## src/awd_pkg.sv

```systemverilog
// ----------------------------------------------------------------------------
// awd_pkg
// Shared types, constants and calendar tables for the working-day adder.
// ----------------------------------------------------------------------------
package awd_pkg;

    localparam int unsigned YEAR_W  = 14;
    localparam int unsigned MASK_W  = 7;

    localparam logic [YEAR_W-1:0] MAX_YEAR = 14'd9999;
    localparam logic [MASK_W-1:0] MASK_ALL = 7'h7F;

    // Reciprocals for division by 100 and by 7; exact over the ranges used here
    localparam logic [12:0] RECIP_100 = 13'd5243;
    localparam int unsigned SHIFT_100 = 19;
    localparam logic [14:0] RECIP_7   = 15'd18725;
    localparam int unsigned SHIFT_7   = 17;

    localparam logic [3:0] MONTH_JAN = 4'd1;
    localparam logic [3:0] MONTH_FEB = 4'd2;
    localparam logic [3:0] MONTH_DEC = 4'd12;
    localparam logic [4:0] LAST_DEC_DAY = 5'd31;

    typedef enum logic [1:0] {
        ST_OK          = 2'd0,
        ST_BAD_DATE    = 2'd1,
        ST_OVERFLOW    = 2'd2,
        ST_NO_WORKDAY  = 2'd3
    } t_status;

    typedef struct packed {
        logic [4:0]        day;
        logic [3:0]        month;
        logic [YEAR_W-1:0] year;
        logic [6:0]        yr_mod100;
        logic [1:0]        cent_mod4;
        logic [2:0]        wday;
        t_status           status;
    } t_job;

    // Days in month; zero for a month code outside the calendar
    function automatic logic [4:0] month_len(input logic [3:0] m, input logic leap);
        logic [4:0] len;
        case (m)
            4'd1, 4'd3, 4'd5, 4'd7, 4'd8, 4'd10, 4'd12: len = 5'd31;
            4'd4, 4'd6, 4'd9, 4'd11:                    len = 5'd30;
            4'd2:                                       len = leap ? 5'd29 : 5'd28;
            default:                                    len = 5'd0;
        endcase
        return len;
    endfunction

    // (31 * mm) / 12 where mm counts months from March
    function automatic logic [4:0] month_offset(input logic [3:0] m);
        logic [4:0] off;
        case (m)
            4'd1:    off = 5'd28;
            4'd2:    off = 5'd31;
            4'd3:    off = 5'd2;
            4'd4:    off = 5'd5;
            4'd5:    off = 5'd7;
            4'd6:    off = 5'd10;
            4'd7:    off = 5'd12;
            4'd8:    off = 5'd15;
            4'd9:    off = 5'd18;
            4'd10:   off = 5'd20;
            4'd11:   off = 5'd23;
            4'd12:   off = 5'd25;
            default: off = 5'd0;
        endcase
        return off;
    endfunction

    function automatic logic is_leap(input logic [6:0] yr_mod100, input logic [1:0] cent_mod4);
        return ((yr_mod100[1:0] == 2'd0) && (yr_mod100 != 7'd0)) ||
               ((yr_mod100 == 7'd0) && (cent_mod4 == 2'd0));
    endfunction

endpackage

```

## src/add_working_days_to_date.sv

```systemverilog
// ----------------------------------------------------------------------------
// add_working_days_to_date
// Adds a count of working days to a Gregorian date, skipping weekend days
// marked in a programmable mask.
// ----------------------------------------------------------------------------
// Requests enter through a queue-style port: drive the start date and count
// and raise push; the request is taken on a clock edge where full is low.
// Results leave the same way: while empty is low the oldest result sits on
// o_end_* and o_status, and it is removed on an edge where pop is high.
// The weekend mask is written through i_cfg_data with i_cfg_valid; ready is
// always high. Write it only while no request is in flight.
// The front registers a request and then steps through its states in order:
// division by 100 for the year residues, date check and weekday sum, weekday
// modulo 7, and the push into the queue. It takes no new request until that
// push is done. The stepper works on one job at a time: it pops a job while
// idle, walks the calendar one day per cycle and places the finished date in
// the output register before it pops the next. A two-entry queue lets the
// front take the next request while the stepper works. If pop stays low the
// stepper holds its finished date and the queue fills, then full stays high.
// Reset clears all handshake state and sets the mask to Friday and Saturday.
// ----------------------------------------------------------------------------
module add_working_days_to_date #(
    parameter int unsigned DAY_COUNT_BITS = 12
) (
    input  logic                          i_clk,
    input  logic                          i_rst_n,
    input  logic                          push,
    output logic                          full,
    input  logic [4:0]                    i_start_day,
    input  logic [3:0]                    i_start_month,
    input  logic [awd_pkg::YEAR_W-1:0]    i_start_year,
    input  logic [11:0]                   i_work_days,
    output logic                          empty,
    input  logic                          pop,
    output logic [4:0]                    o_end_day,
    output logic [3:0]                    o_end_month,
    output logic [awd_pkg::YEAR_W-1:0]    o_end_year,
    output logic [1:0]                    o_status,
    input  logic                          i_cfg_valid,
    output logic                          o_cfg_ready,
    input  logic [awd_pkg::MASK_W-1:0]    i_cfg_data
);
    import awd_pkg::*;

    localparam int unsigned QW = $bits(t_job) + DAY_COUNT_BITS;

    logic [MASK_W-1:0]         r_mask;
    logic                      q_push;
    logic                      q_full;
    logic                      q_pop;
    logic                      q_valid;
    t_job                      front_job;
    logic [DAY_COUNT_BITS-1:0] front_left;
    logic [QW-1:0]             q_out;
    t_job                      back_job;
    logic [DAY_COUNT_BITS-1:0] back_left;

    assign o_cfg_ready = 1'b1;

    always_ff @(posedge i_clk) begin
        if (!i_rst_n) begin
            r_mask <= 7'd96;
        end else if (i_cfg_valid) begin
            r_mask <= i_cfg_data;
        end
    end

    awd_front #(
        .CNT_W (DAY_COUNT_BITS)
    ) u_front (
        .i_clk       (i_clk),
        .i_rst_n     (i_rst_n),
        .i_push      (push),
        .o_full      (full),
        .i_day       (i_start_day),
        .i_month     (i_start_month),
        .i_year      (i_start_year),
        .i_work_days (i_work_days),
        .i_mask      (r_mask),
        .o_q_push    (q_push),
        .i_q_full    (q_full),
        .o_job       (front_job),
        .o_left      (front_left)
    );

    awd_queue #(
        .W (QW)
    ) u_queue (
        .i_clk   (i_clk),
        .i_rst_n (i_rst_n),
        .i_push  (q_push),
        .i_data  ({front_job, front_left}),
        .o_full  (q_full),
        .i_pop   (q_pop),
        .o_valid (q_valid),
        .o_data  (q_out)
    );

    assign back_job  = q_out[QW-1:DAY_COUNT_BITS];
    assign back_left = q_out[DAY_COUNT_BITS-1:0];

    awd_back #(
        .CNT_W (DAY_COUNT_BITS)
    ) u_back (
        .i_clk       (i_clk),
        .i_rst_n     (i_rst_n),
        .i_job_valid (q_valid),
        .i_job       (back_job),
        .i_left      (back_left),
        .o_job_pop   (q_pop),
        .i_mask      (r_mask),
        .o_empty     (empty),
        .i_pop       (pop),
        .o_day       (o_end_day),
        .o_month     (o_end_month),
        .o_year      (o_end_year),
        .o_status    (o_status)
    );

endmodule

```

## src/awd_front.sv

```systemverilog
// ----------------------------------------------------------------------------
// awd_front
// Takes a request, checks the start date and mask, and works out the start
// weekday and year residues before handing the job to the queue.
// ----------------------------------------------------------------------------
module awd_front #(
    parameter int unsigned CNT_W = 12
) (
    input  logic                          i_clk,
    input  logic                          i_rst_n,
    input  logic                          i_push,
    output logic                          o_full,
    input  logic [4:0]                    i_day,
    input  logic [3:0]                    i_month,
    input  logic [awd_pkg::YEAR_W-1:0]    i_year,
    input  logic [11:0]                   i_work_days,
    input  logic [awd_pkg::MASK_W-1:0]    i_mask,
    output logic                          o_q_push,
    input  logic                          i_q_full,
    output awd_pkg::t_job                 o_job,
    output logic [CNT_W-1:0]              o_left
);
    import awd_pkg::*;

    typedef enum logic [2:0] {
        F_IDLE,
        F_DIV,
        F_SUM,
        F_MOD,
        F_PUSH
    } t_fstate;

    t_fstate           r_state;
    logic [4:0]        r_d;
    logic [3:0]        r_m;
    logic [YEAR_W-1:0] r_y;
    logic [YEAR_W-1:0] r_yy;
    logic [CNT_W-1:0]  r_left;
    logic [7:0]        r_q100y;
    logic [7:0]        r_q100yy;
    logic [6:0]        r_r100;
    logic [14:0]       r_sum;
    logic [12:0]       r_q7;
    t_status           r_status;

    logic              jan_feb;
    logic [YEAR_W-1:0] n_yy;
    logic [26:0]       prod_y;
    logic [26:0]       prod_yy;
    logic [YEAR_W-1:0] rem100;
    logic [6:0]        n_r100;
    logic              leap;
    logic [4:0]        mlen;
    logic              date_ok;
    logic [14:0]       n_sum;
    logic [29:0]       prod_7;
    logic [14:0]       rem7;

    always_comb begin
        jan_feb = (r_m == MONTH_JAN) || (r_m == MONTH_FEB);
        n_yy    = r_y - YEAR_W'(jan_feb);
        prod_y  = 27'(r_y) * 27'(RECIP_100);
        prod_yy = 27'(n_yy) * 27'(RECIP_100);

        rem100  = r_y - YEAR_W'(YEAR_W'(r_q100y) * YEAR_W'(100));
        n_r100  = rem100[6:0];
        leap    = is_leap(n_r100, r_q100y[1:0]);
        mlen    = month_len(r_m, leap);
        date_ok = (r_m >= 4'd1) && (r_m <= MONTH_DEC) && (r_y >= YEAR_W'(1)) &&
                  (r_y <= MAX_YEAR) && (r_d >= 5'd1) && (r_d <= mlen);
        n_sum   = 15'(r_d) + 15'(r_yy) + 15'(r_yy >> 2) - 15'(r_q100yy)
                + 15'(r_q100yy >> 2) + 15'(month_offset(r_m));

        prod_7  = 30'(r_sum) * 30'(RECIP_7);
        rem7    = r_sum - 15'(15'(r_q7) * 15'(7));
    end

    assign o_full   = (r_state != F_IDLE);
    assign o_q_push = (r_state == F_PUSH) && !i_q_full;
    assign o_left   = r_left;

    always_comb begin
        o_job           = '0;
        o_job.day       = r_d;
        o_job.month     = r_m;
        o_job.year      = r_y;
        o_job.yr_mod100 = r_r100;
        o_job.cent_mod4 = r_q100y[1:0];
        o_job.wday      = rem7[2:0];
        o_job.status    = r_status;
    end

    always_ff @(posedge i_clk) begin
        if (!i_rst_n) begin
            r_state <= F_IDLE;
        end else begin
            case (r_state)
                F_IDLE: begin
                    if (i_push) begin
                        r_d     <= i_day;
                        r_m     <= i_month;
                        r_y     <= i_year;
                        r_left  <= CNT_W'(i_work_days);
                        r_state <= F_DIV;
                    end
                end
                F_DIV: begin
                    r_yy     <= n_yy;
                    r_q100y  <= prod_y[SHIFT_100 +: 8];
                    r_q100yy <= prod_yy[SHIFT_100 +: 8];
                    r_state  <= F_SUM;
                end
                F_SUM: begin
                    r_r100 <= n_r100;
                    r_sum  <= n_sum;
                    if (!date_ok) begin
                        r_status <= ST_BAD_DATE;
                    end else if (i_mask == MASK_ALL) begin
                        r_status <= ST_NO_WORKDAY;
                    end else begin
                        r_status <= ST_OK;
                    end
                    r_state <= F_MOD;
                end
                F_MOD: begin
                    r_q7    <= prod_7[SHIFT_7 +: 13];
                    r_state <= F_PUSH;
                end
                F_PUSH: begin
                    // hold until the queue has room
                    if (!i_q_full) begin
                        r_state <= F_IDLE;
                    end
                end
                default: begin
                    r_state <= F_IDLE;
                end
            endcase
        end
    end

endmodule

```

## src/awd_queue.sv

```systemverilog
// ----------------------------------------------------------------------------
// awd_queue
// Two-entry queue that decouples the request front from the day stepper.
// ----------------------------------------------------------------------------
module awd_queue #(
    parameter int unsigned W = 48
) (
    input  logic         i_clk,
    input  logic         i_rst_n,
    input  logic         i_push,
    input  logic [W-1:0] i_data,
    output logic         o_full,
    input  logic         i_pop,
    output logic         o_valid,
    output logic [W-1:0] o_data
);
    logic [W-1:0] r_mem [2];
    logic         r_wp;
    logic         r_rp;
    logic [1:0]   r_cnt;
    logic         do_push;
    logic         do_pop;

    assign o_full  = (r_cnt == 2'd2);
    assign o_valid = (r_cnt != 2'd0);
    assign o_data  = r_mem[r_rp];
    assign do_push = i_push && !o_full;
    assign do_pop  = i_pop && o_valid;

    always_ff @(posedge i_clk) begin
        if (do_push) begin
            r_mem[r_wp] <= i_data;
        end
    end

    always_ff @(posedge i_clk) begin
        if (!i_rst_n) begin
            r_wp  <= 1'b0;
            r_rp  <= 1'b0;
            r_cnt <= 2'd0;
        end else begin
            if (do_push) begin
                r_wp <= !r_wp;
            end
            if (do_pop) begin
                r_rp <= !r_rp;
            end
            r_cnt <= r_cnt + 2'(do_push) - 2'(do_pop);
        end
    end

endmodule

```

## src/awd_back.sv

```systemverilog
// ----------------------------------------------------------------------------
// awd_back
// Day stepper: walks the calendar one day per cycle, counts working days
// and places the finished date in the output register.
// ----------------------------------------------------------------------------
module awd_back #(
    parameter int unsigned CNT_W = 12
) (
    input  logic                          i_clk,
    input  logic                          i_rst_n,
    input  logic                          i_job_valid,
    input  awd_pkg::t_job                 i_job,
    input  logic [CNT_W-1:0]              i_left,
    output logic                          o_job_pop,
    input  logic [awd_pkg::MASK_W-1:0]    i_mask,
    output logic                          o_empty,
    input  logic                          i_pop,
    output logic [4:0]                    o_day,
    output logic [3:0]                    o_month,
    output logic [awd_pkg::YEAR_W-1:0]    o_year,
    output logic [1:0]                    o_status
);
    import awd_pkg::*;

    logic              r_busy;
    logic [4:0]        r_d;
    logic [3:0]        r_m;
    logic [YEAR_W-1:0] r_y;
    logic [6:0]        r_r100;
    logic [1:0]        r_q4;
    logic [2:0]        r_wd;
    logic [CNT_W-1:0]  r_left;
    t_status           r_status;

    logic              r_out_valid;
    logic [4:0]        r_out_d;
    logic [3:0]        r_out_m;
    logic [YEAR_W-1:0] r_out_y;
    t_status           r_out_status;

    logic              at_end;
    logic              done;
    logic              out_free;
    logic              load_out;
    logic [4:0]        mlen;
    t_status           fin_status;

    always_comb begin
        at_end     = (r_d == LAST_DEC_DAY) && (r_m == MONTH_DEC) && (r_y == MAX_YEAR);
        done       = (r_status != ST_OK) || (r_left == '0) || at_end;
        fin_status = (r_status == ST_OK && r_left != '0) ? ST_OVERFLOW : r_status;
        out_free   = !r_out_valid || i_pop;
        load_out   = r_busy && done && out_free;
        mlen       = month_len(r_m, is_leap(r_r100, r_q4));
    end

    assign o_job_pop = !r_busy && i_job_valid;
    assign o_empty   = !r_out_valid;
    assign o_day     = r_out_d;
    assign o_month   = r_out_m;
    assign o_year    = r_out_y;
    assign o_status  = r_out_status;

    always_ff @(posedge i_clk) begin
        if (!i_rst_n) begin
            r_busy      <= 1'b0;
            r_out_valid <= 1'b0;
        end else begin
            if (load_out) begin
                r_out_valid <= 1'b1;
            end else if (i_pop && r_out_valid) begin
                r_out_valid <= 1'b0;
            end

            if (!r_busy) begin
                if (i_job_valid) begin
                    r_d      <= i_job.day;
                    r_m      <= i_job.month;
                    r_y      <= i_job.year;
                    r_r100   <= i_job.yr_mod100;
                    r_q4     <= i_job.cent_mod4;
                    r_wd     <= i_job.wday;
                    r_status <= i_job.status;
                    r_left   <= i_left;
                    r_busy   <= 1'b1;
                end
            end else if (done) begin
                // hold the finished date until the output register is free
                if (out_free) begin
                    r_out_d      <= r_d;
                    r_out_m      <= r_m;
                    r_out_y      <= r_y;
                    r_out_status <= fin_status;
                    r_busy       <= 1'b0;
                end
            end else begin
                if (r_d == mlen) begin
                    r_d <= 5'd1;
                    if (r_m == MONTH_DEC) begin
                        r_m <= MONTH_JAN;
                        r_y <= r_y + YEAR_W'(1);
                        if (r_r100 == 7'd99) begin
                            r_r100 <= 7'd0;
                            r_q4   <= r_q4 + 2'd1;
                        end else begin
                            r_r100 <= r_r100 + 7'd1;
                        end
                    end else begin
                        r_m <= r_m + 4'd1;
                    end
                end else begin
                    r_d <= r_d + 5'd1;
                end
                r_wd <= (r_wd == 3'd6) ? 3'd0 : r_wd + 3'd1;
                // count the step only when it starts on a working day
                if (!i_mask[r_wd]) begin
                    r_left <= r_left - CNT_W'(1);
                end
            end
        end
    end

endmodule
```

## config.mk

```make
export PLATFORM = sky130hd
export DESIGN_NAME = add_working_days_to_date
export DESIGN_NICKNAME = d
export VERILOG_FILES = /design/src/awd_pkg.sv /design/src/add_working_days_to_date.sv /design/src/awd_front.sv /design/src/awd_queue.sv /design/src/awd_back.sv
export SDC_FILE = /design/constraint.sdc
export NUM_CORES = 1
export LEC_CHECK = 0
export ABC_CLOCK_PERIOD_IN_PS = 7800
export BUFFER_PORTS_ARGS = -buffer_cell sky130_fd_sc_hd__buf_2
export CAP_MARGIN = 5
export CORE_ASPECT_RATIO = 1.75
export CORE_MARGIN = 2
export CORE_UTILIZATION = 30
export CTS_CLUSTER_SIZE = 20
export DETAILED_ROUTE_END_ITERATION = 8
export GPL_ROUTABILITY_DRIVEN = 0
export GPL_TIMING_DRIVEN = 1
export HOLD_SLACK_MARGIN = 0.12
export PLACE_DENSITY = 0.44
export SYNTH_ARGS = -nofsm -noshare
export SYNTH_HDL_FRONTEND = slang
export SYNTH_SLANG_ARGS = --single-unit
```

## constraint.sdc

```tcl
create_clock -name i_clk -period 7.8 [get_ports i_clk]
set_input_delay 1.56 -clock i_clk [delete_from_list [all_inputs] [get_ports i_clk]]
set_output_delay 1.56 -clock i_clk [all_outputs]
set_load 0.02 [all_outputs]
```

## After elaboration in Yosys (flattened, before gate mapping)

Memory sizes are Yosys's and may differ from the RTL's. A register that Yosys moved wholly into a read port is not among the register bits.
Cells that the tools add are included.

- Muxes and demuxes: 55
- Equal/unequal tests: 42
- Magnitude comparators: 7
- Multipliers: 5
- Reduce and logical (&&, ||, !) cells: 63
- Add/sub/neg operators: 17
- Bitwise operators: 1

Operators by type and width:

| operator | number |
|---|---|
| 14-bit 2-to-1 mux | 5 |
| 14-bit by 13-bit multiplier with 27-bit output, second input constant | 2 |
| 12-bit 2-to-1 mux | 4 |
| 7-bit 2-to-1 mux | 6 |
| 4-bit == test, second input constant | 10 |
| 4-bit by 3-bit == test with 1-bit output, second input constant | 8 |
| 15-bit by 15-bit multiplier with 30-bit output, second input constant | 1 |
| 5-bit case mux with 3 select lines | 2 |
| 4-bit 2-to-1 mux | 6 |
| 5-bit 2-to-1 mux | 4 |
| 1-bit logical AND | 19 |
| 3-bit 2-to-1 mux | 6 |
| 4-bit by 2-bit == test with 1-bit output, second input constant | 4 |
| 15-bit by 12-bit adder with 15-bit output | 1 |
| 15-bit by 5-bit adder with 15-bit output | 1 |
| 15-bit by 6-bit adder with 15-bit output | 1 |
| 5-bit by 14-bit adder with 15-bit output | 1 |
| 3-bit case mux with 5 select lines | 1 |
| 15-bit by 8-bit subtractor with 15-bit output | 1 |
| 14-bit by 1-bit adder with 14-bit output, second input constant | 1 |
| 14-bit == test, second input constant | 1 |
| 7-bit == test, second input constant | 2 |
| 14-bit by 1-bit >= comparator with 1-bit output, second input constant | 1 |
| 14-bit less-or-equal comparator, second input constant | 1 |
| 47 further kinds | 101 |

- Logic and storage cells: 222
- Bits of input ports: 47
- Memories kept: 2
- RAM bits: 98
- ROM bits: 80
- Register bits after elaboration: 192
- Output and inout bits: 28

Memory list:

| name | depth | width | read ports | clocked after Yosys merged registers in | write ports | line | text |
|---|---|---|---|---|---|---|---|
| u_queue.r_mem | 2 | 49 | 1 | 1 | 1 | awd_queue.sv:17 | `logic [W-1:0] r_mem [2];` |
| (name not given) | 16 | 5 | 1 | 1 | 0 | awd_pkg.sv:56 | `case (m)` |

## Depth between registers and ports, before layout

Gate-level depths: netlist (run 1).

- Word-level depth: 9
- Mapped depth: 27
- Depth with buffers taken out: 27

## By module

From an unflattened synthesis (run 1), not the netlist that was laid out.

- Cell total of the unflattened synthesis: 1799
- Area, all modules: 21815.9 um2

By module, submodules not included:

| module | times used | seq. area each (um2) | area an instance (um2) | cells an instance |
|---|---|---|---|---|
| awd_front | 1 | 2832.7 | 13834.5 | 1265 |
| awd_back | 1 | 2262.2 | 3895.0 | 332 |
| awd_queue | 1 | 3042.9 | 3814.9 | 178 |
| add_working_days_to_date | 1 | 140.1 | 271.5 | 24 |

## Least setup slack after synthesis (run 1)

OpenSTA, ideal clock, no wires.

- Kind: reg2reg
- Start: reg u_front.r_m[0]
- End: reg u_front.r_q100yy[4], data pin
- Stages on the path, launching flop included: 27
- Clock period less this slack: 6.399 ns
- Library setup time: 0.254 ns
- Arrival time: 6.145 ns
- Data required time: 7.546 ns
- Slack: 1.401 ns
- Path buffers: 0
- Cell sequence: edfxtp_1 -> xnor2_1 -> nor3_1 -> ha_1 -> o211ai_1 -> a21boi_0 -> nand3_1 -> xnor2_1 -> inv_1 -> fa_1 -> inv_1 -> ha_1 -> inv_1 -> fa_1 -> inv_1 -> fa_1 -> inv_1 -> fa_1 -> inv_1 -> ha_1 -> nand2_1 -> nor2_1 -> o2111ai_1 -> a31o_2 -> a21boi_0 -> o21ai_0 -> o21a_1

- Cells in the longest elaborated chain, start to end: 4
- Elaborated cells between the ends (all ways): 5
- Classes of those cells: 1 x add/sub; 1 x mul; 2 x eq/ne; 1 x reduce/logical

RTL lines:

| element | line | text |
|---|---|---|
| start, declared | awd_front.sv:35 | `logic [3:0] r_m;` |
| start signal, assigned | awd_front.sv:101 | `r_m <= i_month;` |
| 4-bit by 1-bit == test with 1-bit output / 4-bit by 2-bit == test with 1-bit output (equally long branches) | awd_front.sv:60 | `jan_feb = (r_m == MONTH_JAN) \|\| (r_m == MONTH_FEB);` |
| 1-bit logical OR (*) | awd_front.sv:60 |  |
| 14-bit by 1-bit subtractor with 14-bit output (*) | awd_front.sv:61 | `n_yy = r_y - YEAR_W'(jan_feb);` |
| via u_front.n_yy[11] | awd_front.sv:47 | `logic [YEAR_W-1:0] n_yy;` |
| 14-bit by 13-bit multiplier with 27-bit output (*) | awd_front.sv:63 | `prod_yy = 27'(n_yy) * 27'(RECIP_100);` |
| via u_front.prod_yy[23] | awd_front.sv:49 | `logic [26:0] prod_yy;` |
| end signal, assigned | awd_front.sv:110 | `r_q100yy <= prod_yy[SHIFT_100 +: 8];` |
| end, declared | awd_front.sv:40 | `logic [7:0] r_q100yy;` |

Mark *: on every way through the listed nets, which the timed path passes. The rest lies on a longest branch.
A chain may end at the register's enable or synchronous reset.

## Worst setup path in the final report (run 1)

- Start: reg u_front.r_y[2]
- End: reg u_front.r_q100yy[4], data pin

- Cells in the longest elaborated chain, start to end: 2

RTL lines:

| element | line | text |
|---|---|---|
| start, declared | awd_front.sv:36 | `logic [YEAR_W-1:0] r_y;` |
| start signal, assigned | awd_front.sv:102 | `r_y <= i_year;` |
| 14-bit by 1-bit subtractor with 14-bit output | awd_front.sv:61 |  |
| via u_front.n_yy[13] | awd_front.sv:47 |  |
| 14-bit by 13-bit multiplier with 27-bit output | awd_front.sv:63 |  |
| via u_front.prod_yy[23] | awd_front.sv:49 |  |

The timed path passes the listed nets, and every way through them passes these cells.

==> flow_summary.yaml, run 1 <==
run_status:
  outcome: "finished clean"
synth:
  netlist_instances: 1797
  ys_seq_area_share_pct: 38.4
  yosysWarnings: 0
  yosys.cell_types.count: 59
  ys.flop_type: "edfxtp_1"
  async_reset_ff_share_pct: 0
  synth_area_mm2: 0.0215
  synth_edf_count: 261
  syn_nets: 2359
  syn_avg_cell_area_um2: 12.0
  ys_ff_latch: 283
timing:
  max_clock_freq_mhz: 139
  worst_pin_slew_ns: 0.932
  finalHoldViolCount: 0
  setup_tns_ns: 0
  min_period_ns: 7.18
  rsz0062_at_grt: "no"
  clock_skew_ns: 0.0126
  finalHoldWorstSlack_ns: 0.449
  min_period_over_period_pct: 92.0
  max_slew_margin_pct: 37.4
  final_max_slew_viol_count: 0
  setup_violations: 0
final_layout:
  drive_gt1_share_pct: 9.35
  most-common-layout-cells: "365 x inv_1, 336 x ha_1, 261 x edfxtp_1"
  post-route-util_pct: 33.7
  antenna_cells: 0
  layout_commonest_cell: "inv_1"
  final_nets: 2465
  final_cells: 2849
  final_area_mm2: 0.0241
  area_growth_pct: 11.8
  fillerInstances: 7069
pwr:
  leakage_uw: 0.0106
  pwr-share-comb_pct: 54.1
  switching_share_pct: 41.0
  p_per_area_mw_per_mm2: 321
  intPower_uw: 4570
  peakVddDrop_mv: 0.147
  clock_power_share_pct: 17.3
  pwr-share-seq_pct: 28.6
  power_switching_uw: 3170
cts:
  post_cts_buffers: 0
  cts_resized: 0
  clk_path_buf_depth: 3
  cts_sinks: 283
  cts_inserted_buffers: 28
  worstSkewPairLatency_ns: 0.57
  cts_tree: "yes"
  h-tree-depth: 1
  clk_pin_slew_ns: 0.07
  cts_root_buf: "clkbuf_16"
  cts_hold_repair.buffers: 0
setup_path:
  cp_cell_sequence: "inv_1 -> ha_1 -> inv_1 -> o211ai_1 -> a21boi_0 -> nand4_1 -> xnor2_1 -> inv_1 -> fa_1 -> ha_1 -> fa_1 -> fa_1 -> inv_1 -> fa_1 -> inv_1 -> ha_1 -> nand2_1 -> nor2_1 -> o2111ai_1 -> a31o_2 -> a21boi_0 -> o21ai_0 -> o21a_1"
  critPathMaxStageDelay_ns: 0.55
  crit_path_start_kind: "flop"
  critical_path.slowest_cell: "edfxtp_1"
  worstPathArrival_ns: 7.50
  path_max_fanout: 8
  cp_common_cell: "inv_1"
  r2r_slack_ns: 0.62
  path_buf_inv: 5
  path_class: "flop to flop"
  cp-end-kind: "flop"
  path_delay_family: "adder cells"
  crit_required_ns: 8.12
place:
  placed_cell_area_mm2: 0.0232
  dp.final_hpwl_um: 40300
  placed_cells: 2797
  io_buffers: 73
drt:
  drc: 0
  routed-via-count: 12900
  drtIter0Drc: 400
  routed_wl_um: 49600
  ant_nets: 0
  wl_per_cell_um: 17.4
  via_per_inst: 4.52
  drtPass1Iterations: 4
die:
  die_w_um: 207
  die_h_um: 358
  core-area_mm2: 0.0714
  die_area_mm2: 0.0740
  pin_count: 75
  num_rows: 130
  start_util_pct: 30.2
global_routing:
  grt-ovfl-total: 0
  grt_pass1_wl_um: 77900
  grt_pass1_vias: 14200
  grtUsageTotal_pct: 13.8
  grt_max_degree: 86
  antenna_found_initial: 0
hold_path:
  hold_class: "flop to flop"
job:
  max_cap_violations: 0
==> layout make-up <==
cell class	instances	area (µm²)	share of cell area [%]
repair buffers	101	576	2.39
clock buffers	29	714	2.97
multi-input cells	1123	11800	49.0
well taps	924	1160	4.80
inverters	366	1370	5.71
flip-flops and latches	283	8280	34.4
clock inverters	23	189	0.785
==> sequential cells by signal, summed over array words and instances, names as in the netlist, 7 cells and up, named ones only <==
name / flops
r_mask: 7
u_front.r_y: 14
u_front.o_left: 12
u_back.r_r100: 7
u_back.o_year: 14
u_front.r_r100: 7
u_front.r_sum: 15
u_front.r_q100yy: 8
u_back.r_left: 12
u_queue.r_mem: 98
u_back.r_y: 14
u_front.r_yy: 14
==> per-stage QoR <==
step                      power, µW  worst slack [ns]
after global placement         6470             0.732
after CTS                      7930             0.528
after detailed placement       6520             0.580
after floorplan                5400              1.40
final                          7730             0.623
after global routing           8600            0.0817
==> path summary, 6_finish.rpt <==
| path | start | end | cells past startpoint |
|---|---|---|---|
| worst max register to register | u_front.r_y[2] | u_front.r_q100yy[4] | 23 |
| worst min register to register | u_front.r_r100[0] | u_queue.r_mem[1][19] | 0 |
| worst min-delay path | u_front.r_r100[0] | u_queue.r_mem[1][19] | 0 |
| worst max-delay path | u_front.r_y[2] | u_front.r_q100yy[4] | 23 |
==> logic make-up (layout without fill, tap and decap cells) <==
| family | count (synthesis) | count (layout) | synth area share [%] |
|---|---|---|---|
| adders and majority gates | 515 | 515 | 36.2 |
| buffers and inverters | 391 | 519 | 6.90 |
| DFF | 283 | 283 | 38.4 |
| and+or+nand+nor | 252 | 252 | 5.89 |
| AOI/OAI and AO/OA | 198 | 198 | 5.71 |
| xor gates and xnor gates | 97 | 97 | 3.94 |
| muxes | 60 | 60 | 2.95 |
| other | 1 | 1 | 0.0174 |
==> cells in the mapped netlist, types with 22 or more instances <==
library cell	count	area, µm²
nor2_1	42	158
dfxtp_1	22	440
mux2i_1	50	500
edfxtp_1	261	7840
o21ai_0	60	300
inv_1	366	1370
nand2_1	72	270
a21oi_1	49	245
ha_1	336	4200
nand3_1	30	150
nor2b_1	24	150
xor2_1	28	245
xnor2_1	69	604
fa_1	179	3580
==> power by group through the flow <==
stage,sequential (µW),combinational (µW),clock (µW)
after floorplan,2190,3210,0
after global placement,2250,4220,0
after detailed placement,2250,4270,0
after CTS,2220,4320,1390
after global routing,2250,4920,1440
final,2210,4180,1340
==> layer usage <==
metal  global-route usage (%)  share of wire [%]  vias up
met1                     14.3                 36     6303
met5                        0                  0        -
met4                     6.79                5.1        0
met3                    0.961                2.6       85
li1                         -                  -     6274
met2                     27.4                 56      218
(Power assumes the default switching activity.)
==> run 2: changes to the inputs <==
--- a/config.mk
+++ b/config.mk
@@ -5,6 +5,7 @@
 export SDC_FILE = /design/constraint.sdc
 export NUM_CORES = 1
 export LEC_CHECK = 0
+export ABC_AREA = 1
 export ABC_CLOCK_PERIOD_IN_PS = 7800
 export BUFFER_PORTS_ARGS = -buffer_cell sky130_fd_sc_hd__buf_2
 export CAP_MARGIN = 5
==> run 2 against run 1 <==
  * Non-clock buffer count down 6
  * Synthesized cell count up 22%
  * Combinational power grew 17%
  * Utilization decreased by 0.13 points
  * Cell area is 4.2% higher
  * Routed wire length up 13%
  * Clock skew is 0.017 ns higher
  * Die area grew 4.5%
  * Largest cell class unchanged
==> flow_summary.yaml, run 2 <==
timing:
  worst_pin_slew_ns: 1.00
  setup_violations: 0
  max_slew_margin_pct: 33.3
  min_period_ns: 6.57
  rsz0062_at_grt: "no"
  min_period_over_period_pct: 84.2
  final_max_slew_viol_count: 0
  finalHoldViolCount: 0
  clock_skew_ns: 0.0297
  setup_tns_ns: 0
  max_clock_freq_mhz: 152
cts:
  clk_path_buf_depth: 3
  cts_resized: 0
  clk_pin_slew_ns: 0.07
  cts_root_buf: "clkbuf_16"
  cts_inserted_buffers: 29
  h-tree-depth: 1
  cts_hold_repair.buffers: 0
  cts_tree: "yes"
  cts_sinks: 283
  worstSkewPairLatency_ns: 0.59
  post_cts_buffers: 0
drt:
  wl_per_cell_um: 17.2
  via_per_inst: 4.58
  ant_nets: 0
  routed_wl_um: 56000
  drc: 0
  drtPass1Iterations: 4
  drtIter0Drc: 623
  routed-via-count: 15000
setup_path:
  crit_path_start: "u_front.r_y[2]"
  regToRegStartpoint: "u_front.r_y[2]"
  crit_path_start_kind: "flop"
  regToRegEndpoint: "u_front.r_q100yy[5]"
  path_class: "flop to flop"
  worstPathArrival_ns: 6.90
  critPathMaxStageDelay_ns: 0.55
  worst_r2r_path_depth: 22
  cp_cell_sequence: "inv_1 -> ha_1 -> a21boi_0 -> nand2_1 -> nand2_1 -> nand3_1 -> xor2_1 -> inv_1 -> fa_1 -> ha_1 -> fa_1 -> fa_1 -> inv_1 -> fa_1 -> inv_1 -> ha_1 -> a21oi_1 -> o21ai_0 -> a211oi_1 -> nand3_1 -> nand2_1 -> nand2_1"
  cp-end-kind: "flop"
  path_max_fanout: 8
  critical_path.slowest_cell: "edfxtp_1"
  r2r_slack_ns: 1.23
  crit_required_ns: 8.13
synth:
  syn_nets: 2755
  syn_avg_cell_area_um2: 10.3
  yosysWarnings: 0
  synth-simple-area-share_pct: 10.4
  synth_edf_count: 261
  synth_xor_area_share_pct: 2.91
  synth_area_leaders: "edfxtp_1 35%, ha_1 19%, fa_1 16%, inv_1 7.8%, nand2_1 4.0%"
  yosys.cell_types.count: 53
  synthAdderAreaFrac_pct: 34.6
  synth.largest_area_cell: "edfxtp_1"
  synth_top_area_share_pct: 34.8
  synth_top_family_by_area: "adder cells"
  ys_ff_latch: 283
  synth_compound_area_share_pct: 6.87
  async_reset_ff_share_pct: 0
  synth_most_common_cell: "inv_1"
  ys.flop_type: "edfxtp_1"
  netlist_instances: 2193
  synth_area_mm2: 0.0225
  synth_common_cells: "468 x inv_1, 336 x ha_1, 261 x edfxtp_1"
  synth_mux_area_share_pct: 0.0500
  ys_seq_area_share_pct: 36.7
hold_path:
  hold_class: "flop to flop"
  hold_path_end: "u_queue.r_mem[0][0]"
  hp-start: "u_front.o_left[0]"
  min_delay_path_depth: 0
pwr:
  power_switching_uw: 3860
  pwr-share-comb_pct: 57.9
  pwr-share-seq_pct: 25.3
  clock_power_share_pct: 16.8
  peakVddDrop_mv: 0.184
  intPower_uw: 4570
  leakage_uw: 0.0116
  switching_share_pct: 45.8
  p_per_area_mw_per_mm2: 336
final_layout:
  top_regs: "u_queue.r_mem: 98 flops, u_front.r_sum: 15 flops"
  fillerInstances: 7522
  regMostFlops: "u_queue.r_mem"
  antenna_cells: 0
  area_growth_pct: 11.4
  layout_commonest_cell: "inv_1"
  largest_reg_flops: 98
  final_area_mm2: 0.0251
  most-common-layout-cells: "467 x inv_1, 336 x ha_1, 261 x edfxtp_1"
  final_nets: 2856
  drive_gt1_share_pct: 7.64
die:
  num_rows: 133
  die_h_um: 366
  die_w_um: 211
  core-area_mm2: 0.0747
  start_util_pct: 30.1
  pin_count: 75
  die_area_mm2: 0.0774
global_routing:
  antenna_found_initial: 1
  grt_pass1_vias: 16500
  use_met3_pct: 1.07
  use_met2_pct: 30.2
  busiest_layer: "met2"
  grt_max_degree: 51
  grt_pass1_wl_um: 89500
  use_met1_pct: 15.7
  grt-ovfl-total: 0
  grtUsageTotal_pct: 14.9
place:
  io_buffers: 73
  dp.final_hpwl_um: 45300
  placed_cell_area_mm2: 0.0241
job:
  max_cap_violations: 0
run_status:
  outcome: "finished clean"
-- run 2: layout make-up --
cell class                      count  area (µm²)  area share (%)
Clock inverter                     21         213           0.847
Multi-Input combinational cell   1412       12400            49.3
Tap cell                          945        1180            4.71
Inverter                          473        1780            7.07
Timing Repair Buffer               95         531            2.11
Sequential cell                   283        8280            33.0
Clock buffer                       33         741            2.95
-- run 2: metrics by stage --
| step | worst slack, ns | util (%) | hold slack [ns] | total power, µW | cells |
|---|---|---|---|---|---|
| 6_report | 1.23 | 33.6 | 0.442 | 8430 | 3262 |
| 5_1_grt | 0.799 | 33.6 | 0.450 | 9330 | 3262 |
| 4_1_cts | 1.24 | 33.6 | 0.443 | 8600 | 3262 |
| 3_5_place_dp | 1.31 | 32.3 | 0.430 | 7110 | 3208 |
| 3_3_place_gp | 1.39 | 32.3 | 0.425 | 7050 | 3208 |
| 2_1_floorplan | 1.98 | - | 0.421 | 5720 | 2193 |
-- run 2: power by group through the flow --
stage                     Combinational, µW  Sequential (µW)  Clock, µW
after floorplan                        3590             2130          0
after global placement                 4880             2170          0
after detailed placement               4940             2170          0
after CTS                              4980             2140       1470
after global routing                   5640             2160       1520
final                                  4880             2140       1410
-- run 2: routing by layer --
metal | part of all wire [%] | vias up
li1 | - | 7387
met1 | 37 | 7303
met2 | 57 | 189
met3 | 2.2 | 74
met4 | 3.2 | 0
met5 | 0 | -
-- run 2: cells by family (layout without fill, tap and decap cells) --
| family | Yosys count | count (layout) |
|---|---|---|
| simple gates | 549 | 549 |
| fa+ha+maj | 515 | 515 |
| buf+inv | 498 | 622 |
| flops | 283 | 283 |
| compound gates | 272 | 272 |
| xor+xnor | 74 | 74 |
| other cells | 1 | 1 |
| mux | 1 | 1 |
-- run 2: worst max-delay path, delay by kind of cell, from the launching register on --
family                   cells  cell delay [ns]
adder cells (fa/ha/maj)      7             2.89
XOR/XNOR                     1             0.34
AO/OA/AOI/OAI                4             1.15
buffers and inverters        4             0.72
flip-flops                   1             0.55
AND/OR/NAND/NOR              6             0.65
-- run 2: worst max-delay path by stage --
stage                     cells past startpoint                   to  slack [ns]
after floorplan                              24  u_front.r_q100yy[7]        1.98
after global placement                       25  u_front.r_q100yy[7]        1.39
after global routing                         25  u_front.r_q100yy[5]        0.80
final                                        22  u_front.r_q100yy[5]        1.23
after detailed placement                     22  u_front.r_q100yy[5]        1.31
after CTS                                    22  u_front.r_q100yy[5]        1.24
==> run 3: changes to the inputs <==
--- a/config.mk
+++ b/config.mk
@@ -6,7 +6,7 @@
 export NUM_CORES = 1
 export LEC_CHECK = 0
 export ABC_AREA = 1
-export ABC_CLOCK_PERIOD_IN_PS = 7800
+export ABC_CLOCK_PERIOD_IN_PS = 5800
 export BUFFER_PORTS_ARGS = -buffer_cell sky130_fd_sc_hd__buf_2
 export CAP_MARGIN = 5
 export CORE_ASPECT_RATIO = 1.75
@@ -17,7 +17,7 @@
 export GPL_ROUTABILITY_DRIVEN = 0
 export GPL_TIMING_DRIVEN = 1
 export HOLD_SLACK_MARGIN = 0.12
-export PLACE_DENSITY = 0.44
+export PLACE_DENSITY = 0.46
 export SYNTH_ARGS = -nofsm -noshare
 export SYNTH_HDL_FRONTEND = slang
 export SYNTH_SLANG_ARGS = --single-unit
==> constraint.sdc (replaced) <==
create_clock -name i_clk -period 5.8 [get_ports i_clk]
set_input_delay 1.16 -clock i_clk [delete_from_list [all_inputs] [get_ports i_clk]]
set_output_delay 1.16 -clock i_clk [all_outputs]
set_load 0.02 [all_outputs]
==> run 3 against run 2 <==
  * Clock power is 28% higher
  * Count of clock-buffer cells in the layout is 2 lower
  * Largest cell class unchanged
  * Total power is 42% higher
  * Utilization is 1.2 points higher
  * First-iteration DRC count is 7.4% lower
  * Largest power group unchanged
  * Cell area is 3.6% higher
  * Combinational power is 50% higher
  * Die area stayed put
  * Register-to-register slack worse by 1.0 ns
  * Non-clock buffer count is 80 higher
  * Highest routed layer is now met5
  * Cell count is 2.3% higher
==> flow_summary.yaml, run 3 (same netlist as run 2, synthesis figures left out) <==
run_status:
  outcome: "finished clean"
setup_path:
  r2r_slack_ns: 0.22
  cp_common_cell: "inv_1"
  path_buf_inv: 9
  crit_required_ns: 6.12
  path_delay_family: "adder cells"
  critical_path.slowest_cell: "fa_1"
  cp-end-kind: "flop"
  regToRegStartpoint: "u_front.r_m[1]"
  crit_path_start_kind: "flop"
  path_class: "flop to flop"
  worstPathArrival_ns: 5.89
  regToRegEndpoint: "u_front.r_q100yy[2]"
  worst_r2r_path_depth: 28
  path_max_fanout: 5
  critPathMaxStageDelay_ns: 0.57
job:
  max_cap_violations: 0
cts:
  clk_path_buf_depth: 3
  cts_tree: "yes"
  cts_root_buf: "clkbuf_16"
  clk_pin_slew_ns: 0.07
  worstSkewPairLatency_ns: 0.60
  cts_sinks: 283
  cts_hold_repair.buffers: 0
  h-tree-depth: 1
  cts_inserted_buffers: 28
timing:
  max_slew_margin_pct: 22.4
  finalHoldViolCount: 0
  max_clock_freq_mhz: 179
  min_period_over_period_pct: 96.2
  setup_ws_ns: 0.223
  setup_violations: 0
  worst_pin_slew_ns: 1.16
  rsz0062_at_grt: "yes"
  min_period_ns: 5.58
  final_max_slew_viol_count: 0
  clock_skew_ns: 0.0318
place:
  dp.final_hpwl_um: 46000
  placed_cells: 3282
  io_buffers: 73
  pre_cts_ws_ns: -0.190
  placed_cell_area_mm2: 0.0247
hold_path:
  hold_class: "flop to flop"
  hold_path_end: "u_queue.r_mem[1][12]"
  min_delay_path_depth: 0
  hp-start: "u_front.r_status[0]"
pwr:
  peakVddDrop_mv: 0.262
  power_uw: 12000
  leakage_uw: 0.0120
  p_per_area_mw_per_mm2: 461
global_routing:
  use_met1_pct: 15.2
  grtUsageTotal_pct: 14.8
  grt-ovfl-total: 0
  grt_max_degree: 51
  grt_pass1_wl_um: 89400
  grt_pass1_vias: 16600
  antenna_found_initial: 2
  use_met3_pct: 1.10
  busiest_layer: "met2"
  use_met2_pct: 30.7
die:
  core-area_mm2: 0.0747
  die_h_um: 366
  die_w_um: 211
  pin_count: 75
  start_util_pct: 30.1
  die_area_mm2: 0.0774
  num_rows: 133
drt:
  drtIter0Drc: 577
  routed-via-count: 15300
  via_per_inst: 4.58
  wl_per_cell_um: 17.0
  routed_wl_um: 56800
  ant_nets: 0
  drc: 0
  drtPass1Iterations: 5
final_layout:
  final_cells: 3338
  layout_commonest_cell: "inv_1"
  most-common-layout-cells: "456 x inv_1, 324 x ha_1, 261 x edfxtp_1"
  drive_gt1_share_pct: 13.3
  regMostFlops: "u_queue.r_mem"
  largest_reg_flops: 98
  top_regs: "u_queue.r_mem: 98 flops, u_front.r_sum: 15 flops"
  antenna_cells: 0
  area_growth_pct: 15.5
  final_nets: 2935
  final_area_mm2: 0.0260
==> run 3: worst max-delay path by stage <==
stage	start	endpoint	slack, ns	depth (start not counted)
final	u_front.r_m[1]	u_front.r_q100yy[2]	0.22	28
after global routing	u_front.r_m[3]	u_front.r_q100yy[4]	-0.08	29
after CTS	u_front.r_m[2]	u_front.r_q100yy[7]	-0.003	29
after detailed placement	u_front.r_m[2]	u_front.r_q100yy[7]	-0.19	25
after global placement	u_front.r_m[2]	u_front.r_q100yy[7]	-0.23	25
after floorplan	u_front.r_m[2]	u_front.r_q100yy[6]	0.04	25
==> run 3: per-layer routing <==
layer  wire [µm]  part of all wire [%]
met5          25                 0.044
met4        1440                   2.5
met3        1170                   2.1
met2       33300                    59
met1       20900                    37
==> run 3: layout make-up <==
| class | count | area [µm²] |
|---|---|---|
| Clock buffer | 31 | 712 |
| Inverter | 473 | 1780 |
| Multi-Input combinational cell | 1412 | 12700 |
| Sequential cell | 283 | 8280 |
| Tap cell | 945 | 1180 |
| Timing Repair Buffer | 175 | 1130 |
| Fill cell | 7506 | 48700 |
| Clock inverter | 19 | 178 |
==> run 3: worst reg2reg max path: cells and delay by family (launching register included) <==
kind                       cells  cell delay (ns)
AOI/OAI and AO/OA              1             0.19
and+or+nand+nor                8             0.65
DFF                            1             0.40
xor gates and xnor gates       2             0.27
adders and majority gates      8             2.90
buffers and inverters          9             0.88
==> run 3: power breakdown <==
| group | total [µW] | internal [µW] | switching [µW] | leakage, µW |
|---|---|---|---|---|
| Clock | 1810 | 981 | 828 | 0.000433 |
| Combinational | 7300 | 2860 | 4440 | 0.00900 |
| Sequential | 2870 | 2670 | 198 | 0.00256 |
| Total | 12000 | 6510 | 5460 | 0.0120 |
==> run 3: stage by stage <==
stage          TNS [ns]  hold slack [ns]  util, %
6_report              0            0.438     34.8
3_3_place_gp     -0.650            0.423     33.1
4_1_cts        -0.00299            0.430     34.3
2_1_floorplan         0            0.421        -
5_1_grt          -0.188            0.456     34.8
3_5_place_dp     -0.957            0.429     33.1
==> run 3: repair_timing <==
action,in CTS,in global routing
pin swaps,0,17
resized for setup,12,70
gates cloned,0,0
setup buffers,0,6
setup endpoints to repair,8,8
